==> config.mk <==
export PLATFORM = sky130hd
export DESIGN_NAME = http_request_header_parser_core
export DESIGN_NICKNAME = d
export VERILOG_FILES = /design/src/hrp_pkg.sv /design/src/hrp_step.sv /design/src/http_request_header_parser_core.sv
export SDC_FILE = /design/constraint.sdc
export NUM_CORES = 1
export LEC_CHECK = 0
export ABC_AREA = 0
export BUFFER_PORTS_ARGS = -buffer_cell sky130_fd_sc_hd__buf_2
export CAP_MARGIN = 0
export CORE_UTILIZATION = 59
export DETAILED_ROUTE_END_ITERATION = 6
export HOLD_SLACK_MARGIN = 0.15
export PLACE_DENSITY = 0.88
export SLEW_MARGIN = 20
export SYNTH_ARGS = -nofsm -noshare
export SYNTH_HDL_FRONTEND = slang
export SYNTH_SLANG_ARGS = --single-unit
==> constraint.sdc <==
create_clock -name i_clk -period 2.5 [get_ports i_clk]
set_input_delay 0.125 -clock i_clk [delete_from_list [all_inputs] [get_ports i_clk]]
set_output_delay 0.125 -clock i_clk [all_outputs]
set_load 0.01 [all_outputs]
==> src/hrp_pkg.sv <==
// Shared types, constants and character-class functions for the HTTP request parser.
// Used by hrp_step and http_request_header_parser_core; depends on nothing else.
package hrp_pkg;

    typedef enum logic [2:0] {
        PH_METHOD    = 3'd0,
        PH_PATH      = 3'd1,
        PH_VSEARCH   = 3'd2,
        PH_VDIGIT    = 3'd3,
        PH_LINEEND   = 3'd4,
        PH_NAME      = 3'd5,
        PH_VALUE     = 3'd6,
        PH_LINESTART = 3'd7
    } t_phase;

    typedef enum logic [1:0] {
        V_RUN    = 2'd0,
        V_ACCEPT = 2'd1,
        V_REJECT = 2'd2
    } t_verdict;

    typedef enum logic [2:0] {
        K_NONE    = 3'd0,
        K_METHOD  = 3'd1,
        K_PATH    = 3'd2,
        K_VERSION = 3'd3,
        K_NAME    = 3'd4,
        K_VALUE   = 3'd5
    } t_kind;

    typedef struct packed {
        t_phase     phase;
        logic       skip;
        logic       pend_cr;
        logic [1:0] esc_phase;
        logic [3:0] esc_hi;
        logic [2:0] head_cnt;
        logic       head_miss;
        t_verdict   verdict;
    } t_state;

    typedef struct packed {
        t_kind      kind;
        logic [7:0] ch;
        logic       done;
        t_verdict   status;
    } t_result;

    localparam t_state STATE_RESET = '{
        phase: PH_METHOD, skip: 1'b0, pend_cr: 1'b0, esc_phase: 2'd0,
        esc_hi: 4'd0, head_cnt: 3'd0, head_miss: 1'b0, verdict: V_RUN
    };

    localparam logic [7:0] C_SP      = 8'h20;
    localparam logic [7:0] C_CR      = 8'h0d;
    localparam logic [7:0] C_LF      = 8'h0a;
    localparam logic [7:0] C_PERCENT = 8'h25;
    localparam logic [7:0] C_PLUS    = 8'h2b;
    localparam logic [7:0] C_COLON   = 8'h3a;
    localparam logic [7:0] C_DOT     = 8'h2e;
    localparam logic [7:0] C_DASH    = 8'h2d;

    localparam logic [1:0] ESC_IDLE = 2'd0;
    localparam logic [1:0] ESC_HIGH = 2'd1;
    localparam logic [1:0] ESC_LOW  = 2'd2;

    function automatic logic [7:0] head_char(input logic [1:0] idx);
        logic [7:0] c;
        case (idx)
            2'd0:    c = 8'h48;
            2'd1:    c = 8'h45;
            2'd2:    c = 8'h41;
            default: c = 8'h44;
        endcase
        return c;
    endfunction

    function automatic logic is_alpha(input logic [7:0] c);
        return (c inside {[8'h41:8'h5a], [8'h61:8'h7a]});
    endfunction

    function automatic logic is_digit(input logic [7:0] c);
        return (c inside {[8'h30:8'h39]});
    endfunction

    function automatic logic is_alnum(input logic [7:0] c);
        return is_alpha(c) || is_digit(c);
    endfunction

    function automatic logic is_hex(input logic [7:0] c);
        return (c inside {[8'h30:8'h39], [8'h41:8'h46], [8'h61:8'h66]});
    endfunction

    // Letters a-f and A-F have low nibble 1..6, so adding nine gives 10..15.
    function automatic logic [3:0] hex_val(input logic [7:0] c);
        return is_digit(c) ? c[3:0] : 4'(c[3:0] + 4'd9);
    endfunction

    function automatic logic is_url_sym(input logic [7:0] c);
        return is_alnum(c) ||
               (c inside {8'h2e, 8'h2f, 8'h3f, 8'h26, 8'h3d, 8'h5f, 8'h2d});
    endfunction

endpackage

==> src/hrp_step.sv <==
// Per-byte parse step: next parser state and the result item for one input byte.
// Purely combinational; depends on hrp_pkg.
module hrp_step (
    input  hrp_pkg::t_state  i_state,
    input  logic [7:0]       i_byte,
    input  logic             i_last,
    output hrp_pkg::t_state  o_state,
    output hrp_pkg::t_result o_res
);

    hrp_pkg::t_state n_state;
    hrp_pkg::t_kind  n_kind;
    logic [7:0]      n_char;
    logic            n_done;
    logic            n_rej;
    logic            n_name;

    always_comb begin
        n_state = i_state;
        n_kind  = hrp_pkg::K_NONE;
        n_char  = 8'd0;
        n_done  = 1'b0;
        n_rej   = 1'b0;
        n_name  = 1'b0;

        if (i_state.verdict == hrp_pkg::V_ACCEPT) begin
            if (!i_state.skip) begin
                n_state.verdict = hrp_pkg::V_REJECT;
            end
        end else if (i_state.verdict == hrp_pkg::V_RUN) begin
            case (i_state.phase)
                hrp_pkg::PH_METHOD: begin
                    if (hrp_pkg::is_alpha(i_byte)) begin
                        n_kind = hrp_pkg::K_METHOD;
                        n_char = i_byte;
                        if (!i_state.head_miss && !i_state.head_cnt[2] &&
                            i_byte == hrp_pkg::head_char(i_state.head_cnt[1:0])) begin
                            n_state.head_cnt = 3'(i_state.head_cnt + 3'd1);
                        end else begin
                            n_state.head_miss = 1'b1;
                        end
                    end else if (i_byte == hrp_pkg::C_SP) begin
                        n_kind        = hrp_pkg::K_METHOD;
                        n_done        = 1'b1;
                        n_state.phase = hrp_pkg::PH_PATH;
                        n_state.skip  = 1'b1;
                    end else begin
                        n_rej = 1'b1;
                    end
                end
                hrp_pkg::PH_PATH: begin
                    if (!(i_state.skip && i_byte == hrp_pkg::C_SP)) begin
                        n_state.skip = 1'b0;
                        if (i_state.esc_phase != hrp_pkg::ESC_IDLE) begin
                            if (!hrp_pkg::is_hex(i_byte)) begin
                                n_rej = 1'b1;
                            end else if (i_state.esc_phase == hrp_pkg::ESC_HIGH) begin
                                n_state.esc_hi    = hrp_pkg::hex_val(i_byte);
                                n_state.esc_phase = hrp_pkg::ESC_LOW;
                            end else begin
                                n_kind            = hrp_pkg::K_PATH;
                                n_char            = {i_state.esc_hi, hrp_pkg::hex_val(i_byte)};
                                n_state.esc_phase = hrp_pkg::ESC_IDLE;
                            end
                        end else if (hrp_pkg::is_url_sym(i_byte)) begin
                            n_kind = hrp_pkg::K_PATH;
                            n_char = i_byte;
                        end else if (i_byte == hrp_pkg::C_PERCENT) begin
                            n_state.esc_phase = hrp_pkg::ESC_HIGH;
                        end else if (i_byte == hrp_pkg::C_PLUS) begin
                            n_kind = hrp_pkg::K_PATH;
                            n_char = hrp_pkg::C_SP;
                        end else if (i_byte == hrp_pkg::C_SP) begin
                            n_kind        = hrp_pkg::K_PATH;
                            n_done        = 1'b1;
                            n_state.phase = hrp_pkg::PH_VSEARCH;
                        end else begin
                            n_rej = 1'b1;
                        end
                    end
                end
                hrp_pkg::PH_VSEARCH: begin
                    if (i_byte == hrp_pkg::C_CR || i_byte == hrp_pkg::C_LF) begin
                        n_rej = 1'b1;
                    end else if (i_byte == hrp_pkg::C_DOT) begin
                        n_state.phase = hrp_pkg::PH_VDIGIT;
                    end
                end
                hrp_pkg::PH_VDIGIT: begin
                    if (hrp_pkg::is_digit(i_byte)) begin
                        n_kind        = hrp_pkg::K_VERSION;
                        n_char        = i_byte;
                        n_done        = 1'b1;
                        n_state.phase = hrp_pkg::PH_LINEEND;
                        n_state.skip  = 1'b1;
                    end else begin
                        n_rej = 1'b1;
                    end
                end
                hrp_pkg::PH_LINEEND: begin
                    if (i_state.pend_cr) begin
                        if (i_byte == hrp_pkg::C_LF) begin
                            n_state.pend_cr = 1'b0;
                            n_state.phase   = hrp_pkg::PH_LINESTART;
                            n_state.skip    = 1'b1;
                        end else begin
                            n_rej = 1'b1;
                        end
                    end else if (i_state.skip && i_byte == hrp_pkg::C_SP) begin
                        n_state.skip = 1'b1;
                    end else if (i_byte == hrp_pkg::C_CR) begin
                        n_state.pend_cr = 1'b1;
                        n_state.skip    = 1'b0;
                    end else begin
                        n_rej = 1'b1;
                    end
                end
                hrp_pkg::PH_NAME: begin
                    n_name = 1'b1;
                end
                hrp_pkg::PH_VALUE: begin
                    if (i_state.pend_cr) begin
                        if (i_byte == hrp_pkg::C_LF) begin
                            n_kind          = hrp_pkg::K_VALUE;
                            n_done          = 1'b1;
                            n_state.pend_cr = 1'b0;
                            n_state.phase   = hrp_pkg::PH_LINESTART;
                            n_state.skip    = 1'b0;
                        end else begin
                            n_rej = 1'b1;
                        end
                    end else if (!(i_state.skip && i_byte == hrp_pkg::C_SP)) begin
                        n_state.skip = 1'b0;
                        if (i_byte == hrp_pkg::C_CR) begin
                            n_state.pend_cr = 1'b1;
                        end else begin
                            n_kind = hrp_pkg::K_VALUE;
                            n_char = i_byte;
                        end
                    end
                end
                default: begin
                    if (i_state.pend_cr) begin
                        if (i_byte == hrp_pkg::C_LF) begin
                            n_state.pend_cr = 1'b0;
                            n_state.verdict = hrp_pkg::V_ACCEPT;
                        end else begin
                            n_rej = 1'b1;
                        end
                    end else if (i_byte == hrp_pkg::C_CR) begin
                        if (i_state.skip &&
                            !(i_state.head_cnt == 3'd4 && !i_state.head_miss)) begin
                            n_rej = 1'b1;
                        end else begin
                            n_state.pend_cr = 1'b1;
                        end
                    end else begin
                        n_state.skip  = 1'b0;
                        n_state.phase = hrp_pkg::PH_NAME;
                        n_name        = 1'b1;
                    end
                end
            endcase

            if (n_name) begin
                if (hrp_pkg::is_alnum(i_byte) || i_byte == hrp_pkg::C_DASH) begin
                    n_kind = hrp_pkg::K_NAME;
                    n_char = i_byte;
                end else if (i_byte == hrp_pkg::C_COLON) begin
                    n_kind        = hrp_pkg::K_NAME;
                    n_done        = 1'b1;
                    n_state.phase = hrp_pkg::PH_VALUE;
                    n_state.skip  = 1'b1;
                end else begin
                    n_rej = 1'b1;
                end
            end

            if (n_rej) begin
                n_state.verdict = hrp_pkg::V_REJECT;
                n_kind          = hrp_pkg::K_NONE;
                n_char          = 8'd0;
                n_done          = 1'b0;
            end
        end

        if (i_last && n_state.verdict == hrp_pkg::V_RUN) begin
            n_state.verdict = hrp_pkg::V_REJECT;
        end

        o_res.kind   = n_kind;
        o_res.ch     = n_char;
        o_res.done   = n_done;
        o_res.status = n_state.verdict;

        o_state = i_last ? hrp_pkg::STATE_RESET : n_state;
    end

endmodule

==> src/http_request_header_parser_core.sv <==
// HTTP request header parser core: one result item per input byte.
// A result item is registered and valid in the cycle after its byte is accepted.
// Throughput: one byte per cycle unless the output stalls, set by the single state register.
// The output register refills in the cycle it is taken, so bytes flow without gaps.
// Synchronous active-low reset returns the parser to the method phase and empties the output.
// Depends on hrp_pkg and hrp_step.
module http_request_header_parser_core (
    input  logic        i_clk,
    input  logic        i_rst_n,
    input  logic        s_axis_tvalid,
    output logic        s_axis_tready,
    input  logic [7:0]  s_axis_tdata,   // [7:0] in_byte
    input  logic        s_axis_tlast,   // in_last
    output logic        m_axis_tvalid,
    input  logic        m_axis_tready,
    output logic [15:0] m_axis_tdata,   // [7:0] out_char, [9:8] status, [15:10] zero
    output logic        m_axis_tlast,   // field_done
    output logic [2:0]  m_axis_tuser    // [2:0] out_kind
);

    hrp_pkg::t_state  r_state;
    hrp_pkg::t_state  n_state;
    hrp_pkg::t_result n_res;
    hrp_pkg::t_result r_res;
    logic             r_out_valid;
    logic             s_fire;

    assign s_axis_tready = !r_out_valid || m_axis_tready;
    assign s_fire        = s_axis_tvalid && s_axis_tready;

    hrp_step u_step (
        .i_state (r_state),
        .i_byte  (s_axis_tdata),
        .i_last  (s_axis_tlast),
        .o_state (n_state),
        .o_res   (n_res)
    );

    always_ff @(posedge i_clk) begin
        if (!i_rst_n) begin
            r_state     <= hrp_pkg::STATE_RESET;
            r_out_valid <= 1'b0;
        end else begin
            if (s_fire) begin
                r_state     <= n_state;
                r_out_valid <= 1'b1;
            end else if (m_axis_tready) begin
                r_out_valid <= 1'b0;
            end
        end
    end

    always_ff @(posedge i_clk) begin
        if (s_fire) begin
            r_res <= n_res;
        end
    end

    assign m_axis_tvalid = r_out_valid;
    assign m_axis_tdata  = {6'd0, r_res.status, r_res.ch};
    assign m_axis_tlast  = r_res.done;
    assign m_axis_tuser  = r_res.kind;

    a_last_restarts: assert property (@(posedge i_clk) disable iff (!i_rst_n)
        s_fire && s_axis_tlast |=>
            r_state.phase == hrp_pkg::PH_METHOD && r_state.verdict == hrp_pkg::V_RUN)
        else $error("parser state not restarted after last byte");

    a_none_has_no_char: assert property (@(posedge i_clk) disable iff (!i_rst_n)
        m_axis_tvalid && m_axis_tuser == hrp_pkg::K_NONE |-> m_axis_tdata[7:0] == 8'd0)
        else $error("untagged result carries a character");

    a_reject_sticks: assert property (@(posedge i_clk) disable iff (!i_rst_n)
        s_fire && !s_axis_tlast && r_state.verdict == hrp_pkg::V_REJECT |=>
            r_state.verdict == hrp_pkg::V_REJECT)
        else $error("rejected request left the rejected verdict");

    a_escape_in_path: assert property (@(posedge i_clk) disable iff (!i_rst_n)
        r_state.esc_phase != hrp_pkg::ESC_IDLE |-> r_state.phase == hrp_pkg::PH_PATH)
        else $error("hex escape pending outside the path");

    a_result_follows_accept: assert property (@(posedge i_clk) disable iff (!i_rst_n)
        s_fire |=> m_axis_tvalid)
        else $error("accepted byte produced no result item");

endmodule
==> flow_summary.yaml, run 1 <==
routing:
  num_vias: 2946
  wl_microns: 8330
  detail_route.wl_per_cell_microns: 18.5
  first_iter_violations: 266
  dr.pass1.iters: 5
  vias_per_cell: 6.53
  drc: 0
  drtAntennaViolNets: 0
place:
  gp_routability_congestion: 1.05
  dp_hpwl_microns: 6420
  place_inst: 442
  io_buffer_count: 28
global_routing:
  overflow: 0
  use_met1: 0.427
  grt_pass1_vias: 2732
  grt_use_met3: 0.0563
  grt_pass1_wl_microns: 13300
  track_usage: 0.337
  grt_start_max_net_pins: 22
  grt.busiest_layer: "met2"
  use_met2: 0.565
  antenna_found_initial: 0
die:
  core_area_sq_mm: 0.00450
  die_w_microns: 71.7
  initial_core_util: 0.636
  die_h_microns: 71.7
  dieArea_sq_mm: 0.00514
  ios: 35
  row_count: 24
critical_path:
  ff2ff_setup_slack_ns: 0.22
  cp_max_fo: 10
  r2r_cells: 6
  critPathKind: "register to register"
  cp.arrival_ns: 2.39
  r2r_end: "m_axis_tdata[7]$_SDFFCE_PP0P_"
  required_ns: 2.61
  cp-start-kind: "register"
  r2r_start: "r_state[15]$_SDFFE_PN0P_"
  crit_path_end_kind: "register"
layout:
  fin_util: 0.741
  diodes: 0
  stdcell_count: 451
  syn2layout_area_growth_pct: 16.5
  final_common_cell: "buf_4"
  layout_common_cells: "37 x buf_4, 33 x nand2_1, 28 x buf_2"
  nNetsFinal: 419
  drive_gt1_frac: 0.241
logic_synthesis:
  synth_edf_count: 14
  async_flop_share: 0
  synth_warnings: 0
  synth.distinct_cells: 74
  synth_area_leaders: "edfxtp_1 15%, dfxtp_1 13%, nand2_1 4.3%, o21ai_0 3.8%, ha_1 3.5%"
  synth_cells: 348
  ys_ff_latch: 32
  synth_area_sq_mm: 0.00287
  syn_area_per_cell_sq_um: 8.23
  yosys.area.top_type: "edfxtp_1"
  yosysSeqAreaShare: 0.272
  ys.flop_type: "dfxtp_1"
  netlist.area_leader.share: 0.147
timing:
  slew_headroom: 0.556
  setup-violations-final: 0
  period_share: 0.912
  fin_skew_ns: 0.00801
  final.min_clock_period_ns: 2.28
  tns_ns: 0
  tightest_slew_ns: 0.649
  hold_viol_final: 0
  drv_slew: 0
  fmax_mhz: 439
  rsz0062_at_grt: "false"
cts:
  clk_path_buf_depth: 2
  htree_levels: 2
  clkSinkCount: 32
  numCtsBuffers: 5
  root_buffer: "clkbuf_8"
  clkTransAtPathRegs_ns: 0.07
  worst_skew_pair.late_latency_ns: 0.29
  cts_tree: "yes"
  post_cts_resize_count: 0
pwr:
  vdd_drop_max_uv: 299
  leakagePower_nw: 1.26
  p_per_area_mw_per_mm2: 398
  fin_total_pwr_mw: 1.33
hold_path:
  worstHoldStart: "m_axis_tready"
  hp-class: "input pin to register"
  hold_path_depth: 3
  min_to: "m_axis_tvalid$_SDFFE_PN0P_"
status:
  status: "finished, final reports clean"
run:
  drv_cap: 0
## routing by layer
layer	part of all wire	wire, microns
met1	0.40	3370
met2	0.46	3850
met3	0.098	818
met4	0.035	289
met5	0	0
## repair_timing
action | 4_1_cts | 5_1_grt
hold buffers | 1 | 0
endpoints found under the setup margin | 0 | 0
endpoints found under the hold margin | 1 | 0
buffers inserted | 0 | 0
## Yosys cell counts (all sizes together), types with 2 or more instances
| cell | n |
|---|---|
| buf | 19 |
| a21boi | 6 |
| nand2b | 11 |
| o31a | 3 |
| nor4 | 6 |
| inv | 16 |
| a41oi | 2 |
| nand3b | 4 |
| nand2 | 33 |
| dfxtp | 18 |
| o21ai | 27 |
| o32a | 2 |
| ha | 8 |
| or3 | 3 |
| o21a | 4 |
| clkbuf | 10 |
| or4b | 2 |
| mux2i | 9 |
| a211oi | 10 |
| nor4b | 2 |
| a21oi | 18 |
| a31oi | 5 |
| edfxtp | 14 |
| and3b | 2 |
| o31ai | 5 |
| nor3 | 10 |
| nor3b | 5 |
| o211ai | 4 |
| nor2b | 4 |
| a2111oi | 3 |
| a311oi | 3 |
| xor2 | 4 |
| nand3 | 15 |
| and2 | 4 |
| o2111ai | 2 |
| a221oi | 2 |
| a21o | 3 |
| nand4 | 4 |
| and3 | 5 |
| nor2 | 22 |
## where the power goes
group / leakage [nW] / switching, mW / internal, mW
Sequential: 0.285 / 0.00832 / 0.563
Clock: 0.0552 / 0.197 / 0.296
Combinational: 0.917 / 0.163 / 0.102
## worst max-delay path by stage
| stage | start | to | slack, ns | depth (start not counted) |
|---|---|---|---|---|
| 2_1_floorplan | s_axis_tdata[0] | m_axis_tdata[4]$_SDFFCE_PP0P_ | 0.24 | 8 |
| 3_3_place_gp | s_axis_tdata[0] | m_axis_tdata[1]$_SDFFCE_PP0P_ | 0.05 | 10 |
| 3_5_place_dp | s_axis_tdata[7] | m_axis_tdata[1]$_SDFFCE_PP0P_ | -0.03 | 8 |
| 4_1_cts | r_state[3]$_SDFFE_PN0P_ | m_axis_tdata[9]$_DFFE_PP_ | 0.25 | 9 |
| 5_1_grt | s_axis_tdata[1] | m_axis_tdata[6]$_SDFFCE_PP0P_ | 0.008 | 10 |
| 6_report | r_state[15]$_SDFFE_PN0P_ | m_axis_tdata[7]$_SDFFCE_PP0P_ | 0.22 | 6 |
## through the flow
step | instance area [sq um] | hold WS, ns | worst slack (ns)
floorplan | 2880 | 0.264 | 0.243
global placement | 3220 | 0.391 | 0.0512
detailed placement | 3220 | 0.402 | -0.0273
CTS | 3340 | 0.198 | 0.246
global route | 3340 | 0.233 | 0.00830
finish | 3340 | 0.196 | 0.220
## logic make-up after synthesis
kind of cell	synth area share
simple gates	0.273
compound gates	0.288
buf+inv	0.0795
flops	0.272
mux	0.0354
fa+ha+maj	0.0349
xor+xnor	0.0153
other cells	0.00131
## final cells by class
class                           instances  area, sq um
Clock inverter                          2         35.0
Clock buffer                            6         72.6
Tap cell                               52         65.1
Inverter                               16         60.1
Fill cell                             342         1170
Timing Repair Buffer                   67          448
Multi-Input combinational cell        276         1880
Sequential cell                        32          781
## sequential cells by signal, summed over array words and instances (netlist names)
signal	count
r_state	17
m_axis_tlast	1
m_axis_tdata	10
m_axis_tvalid	1
m_axis_tuser	3
## critical path, cell delays in order (launching register included)
cell and delay [ns]:
dfxtp_1 0.43, nor3b_1 0.36, o31a_1 0.26, nand2_1 0.09, a31oi_1 0.46, o21ai_0 0.24, a211oi_2 0.27
Note: power is estimated with default switching activity, not from simulation.
==> run 2: changes to the inputs <==
==> constraint.sdc (replaced) <==
create_clock -name i_clk -period 2.4 [get_ports i_clk]
set_input_delay 0.12 -clock i_clk [delete_from_list [all_inputs] [get_ports i_clk]]
set_output_delay 0.12 -clock i_clk [all_outputs]
set_load 0.01 [all_outputs]
==> run 2 against run 1 <==
Effect of this change:
- largest cell class unchanged
- first-iteration DRC count is 36% higher
- critical endpoint is now m_axis_tdata[9]$_DFFE_PP_
- final cell count is 2.9% higher
- wire length is 3.6% higher
- sequential share of layout area is 0.84 points lower
- non-clock buffer count is 13 higher
- critical path type unchanged
- clock-buffer cell count stayed put
- total power is 5.5% higher
- die area stayed put
==> flow_summary.yaml, run 2 (synthesis results as in run 1) <==
hold_path:
  hp-class: "input pin to register"
  worstHoldStart: "i_rst_n"
timing:
  drv_slew: 0
  rsz0062_at_grt: "false"
  final.min_clock_period_ns: 2.24
  slew_headroom: 0.585
  tightest_slew_ns: 0.616
  tns_ns: 0
  setup-violations-final: 0
  setup_slack_ns: 0.162
  fin_skew_ns: 0.00943
  fmax_mhz: 447
  period_share: 0.933
  hold_viol_final: 0
run:
  drv_cap: 0
layout:
  nNetsFinal: 432
  stdcell_area_sq_mm: 0.00347
  regArea_sq_um: 782
  n_fill_cell: 336
  final_common_cell: "buf_4"
  layout_common_cells: "49 x buf_4, 33 x nand2_1, 28 x buf_2"
  syn2layout_area_growth_pct: 21.0
  largest_reg_flops: 17
  diodes: 0
  top_register: "r_state"
  multiInputGateArea_sq_mm: 0.00189
  drive_gt1_frac: 0.274
global_routing:
  grt_start_max_net_pins: 23
  overflow: 0
  grt_pass1_wl_microns: 13900
  track_usage: 0.351
  grt_pass1_vias: 2954
  antenna_found_initial: 0
critical_path:
  crit_chain: "inv_1 -> ha_1 -> nand3b_1 -> a21oi_1 -> a211oi_1 -> a311oi_2 -> o311ai_2 -> buf_12 -> o32a_1"
  crit_path_end_kind: "register"
  r2r_start: "r_state[3]$_SDFFE_PN0P_"
  cp.arrival_ns: 2.28
  cp-start-kind: "register"
  critical_path_buf_inv_count: 2
  cp_max_fo: 14
  crit_family: "compound AO/OA/AOI/OAI gates"
  required_ns: 2.44
  setup.worst_path.start: "r_state[3]$_SDFFE_PN0P_"
  crit_slowest_cell: "dfxtp_1"
  cpPeakStageDelay_ns: 0.35
  critPathKind: "register to register"
routing:
  detail_route.wl_per_cell_microns: 18.6
  first_iter_violations: 363
  num_vias: 3079
  drtAntennaViolNets: 0
  vias_per_cell: 6.64
  drc: 0
  dr.pass1.iters: 5
  wl_microns: 8630
cts:
  htree_levels: 2
  cts_tree: "yes"
  numCtsBuffers: 5
  post-cts-setup-buffers: 0
  clkTransAtPathRegs_ns: 0.07
  clk_path_buf_depth: 2
  clkSinkCount: 32
  root_buffer: "clkbuf_8"
  worst_skew_pair.late_latency_ns: 0.29
pwr:
  vdd_drop_max_uv: 291
  fin_total_pwr_mw: 1.40
  leakagePower_nw: 1.33
  p_per_area_mw_per_mm2: 405
die:
  die_h_microns: 71.7
  dieArea_sq_mm: 0.00514
  initial_core_util: 0.636
  ios: 35
  row_count: 24
  core_area_sq_mm: 0.00450
  die_w_microns: 71.7
status:
  status: "finished, final reports clean"
place:
  dp_hpwl_microns: 6550
  io_buffer_count: 28
  placed_area_sq_mm: 0.00333
  pre_cts_ws_ns: -0.198
  gp_routability_congestion: 1.04
## run 2: cell types whose count changed in the layout (fill, tap and decap cells not counted)
cell	change
buf_4	+12
a2111oi_0	-2
a2111oi_2	+2
a31oi_1	-1
a31oi_2	+1
buf_12	+1
dfxtp_1	-1
dfxtp_2	+1
## run 2: cell type report
type	count	area share
clock buffer	6	0.0209
multi-input combinational	276	0.546
timing repair buffer	80	0.161
tap	52	0.0188
inverter	16	0.0173
clock inverter	2	0.0101
sequential	32	0.226
## run 2: per-stage QoR
stage | hold WS (ns) | instances | util
floorplan | 0.259 | 353 | -
global placement | 0.388 | 455 | 0.739
detailed placement | 0.405 | 455 | 0.739
CTS | 0.183 | 464 | 0.765
global route | 0.224 | 464 | 0.770
finish | 0.214 | 464 | 0.770
## run 2: path summary, 6_finish.rpt
kind | to | slack, ns | cells past startpoint
hold reg to reg | r_state[8]$_SDFFE_PN0P_ | 0.46 | 2
hold / removal | r_state[11]$_SDFFE_PN0P_ | 0.21 | 2
setup / recovery | m_axis_tdata[9]$_DFFE_PP_ | 0.16 | 9
setup reg to reg | m_axis_tdata[9]$_DFFE_PP_ | 0.16 | 9
## run 2: worst register-to-register path: stages (launching register included)
cell and delay (ns):
dfxtp_1 0.35, inv_1 0.11, ha_1 0.17, nand3b_1 0.08, a21oi_1 0.19, a211oi_1 0.10
a311oi_2 0.28, o311ai_2 0.17, buf_12 0.19, o32a_1 0.34
## run 2: layer usage
metal / routed length, microns / vias to the layer above / GRT usage
met5: 0 / - / 0
met4: 327 / 0 / 0.179
met3: 835 / 40 / 0.0591
met2: 4020 / 209 / 0.571
met1: 3450 / 1417 / 0.448
li1: - / 1413 / -
## run 2: repair_timing
action                                  CTS  global route
hold endpoints to repair                  1             0
hold buffers                              1             0
resized for setup                         0             6
endpoints found under the setup margin    0            12
## run 2: report_power, final
group	switching, mW	internal (mW)	total, mW
Sequential	0.00817	0.586	0.595
Combinational	0.180	0.119	0.299
Clock	0.201	0.308	0.509
Total	0.389	1.01	1.40
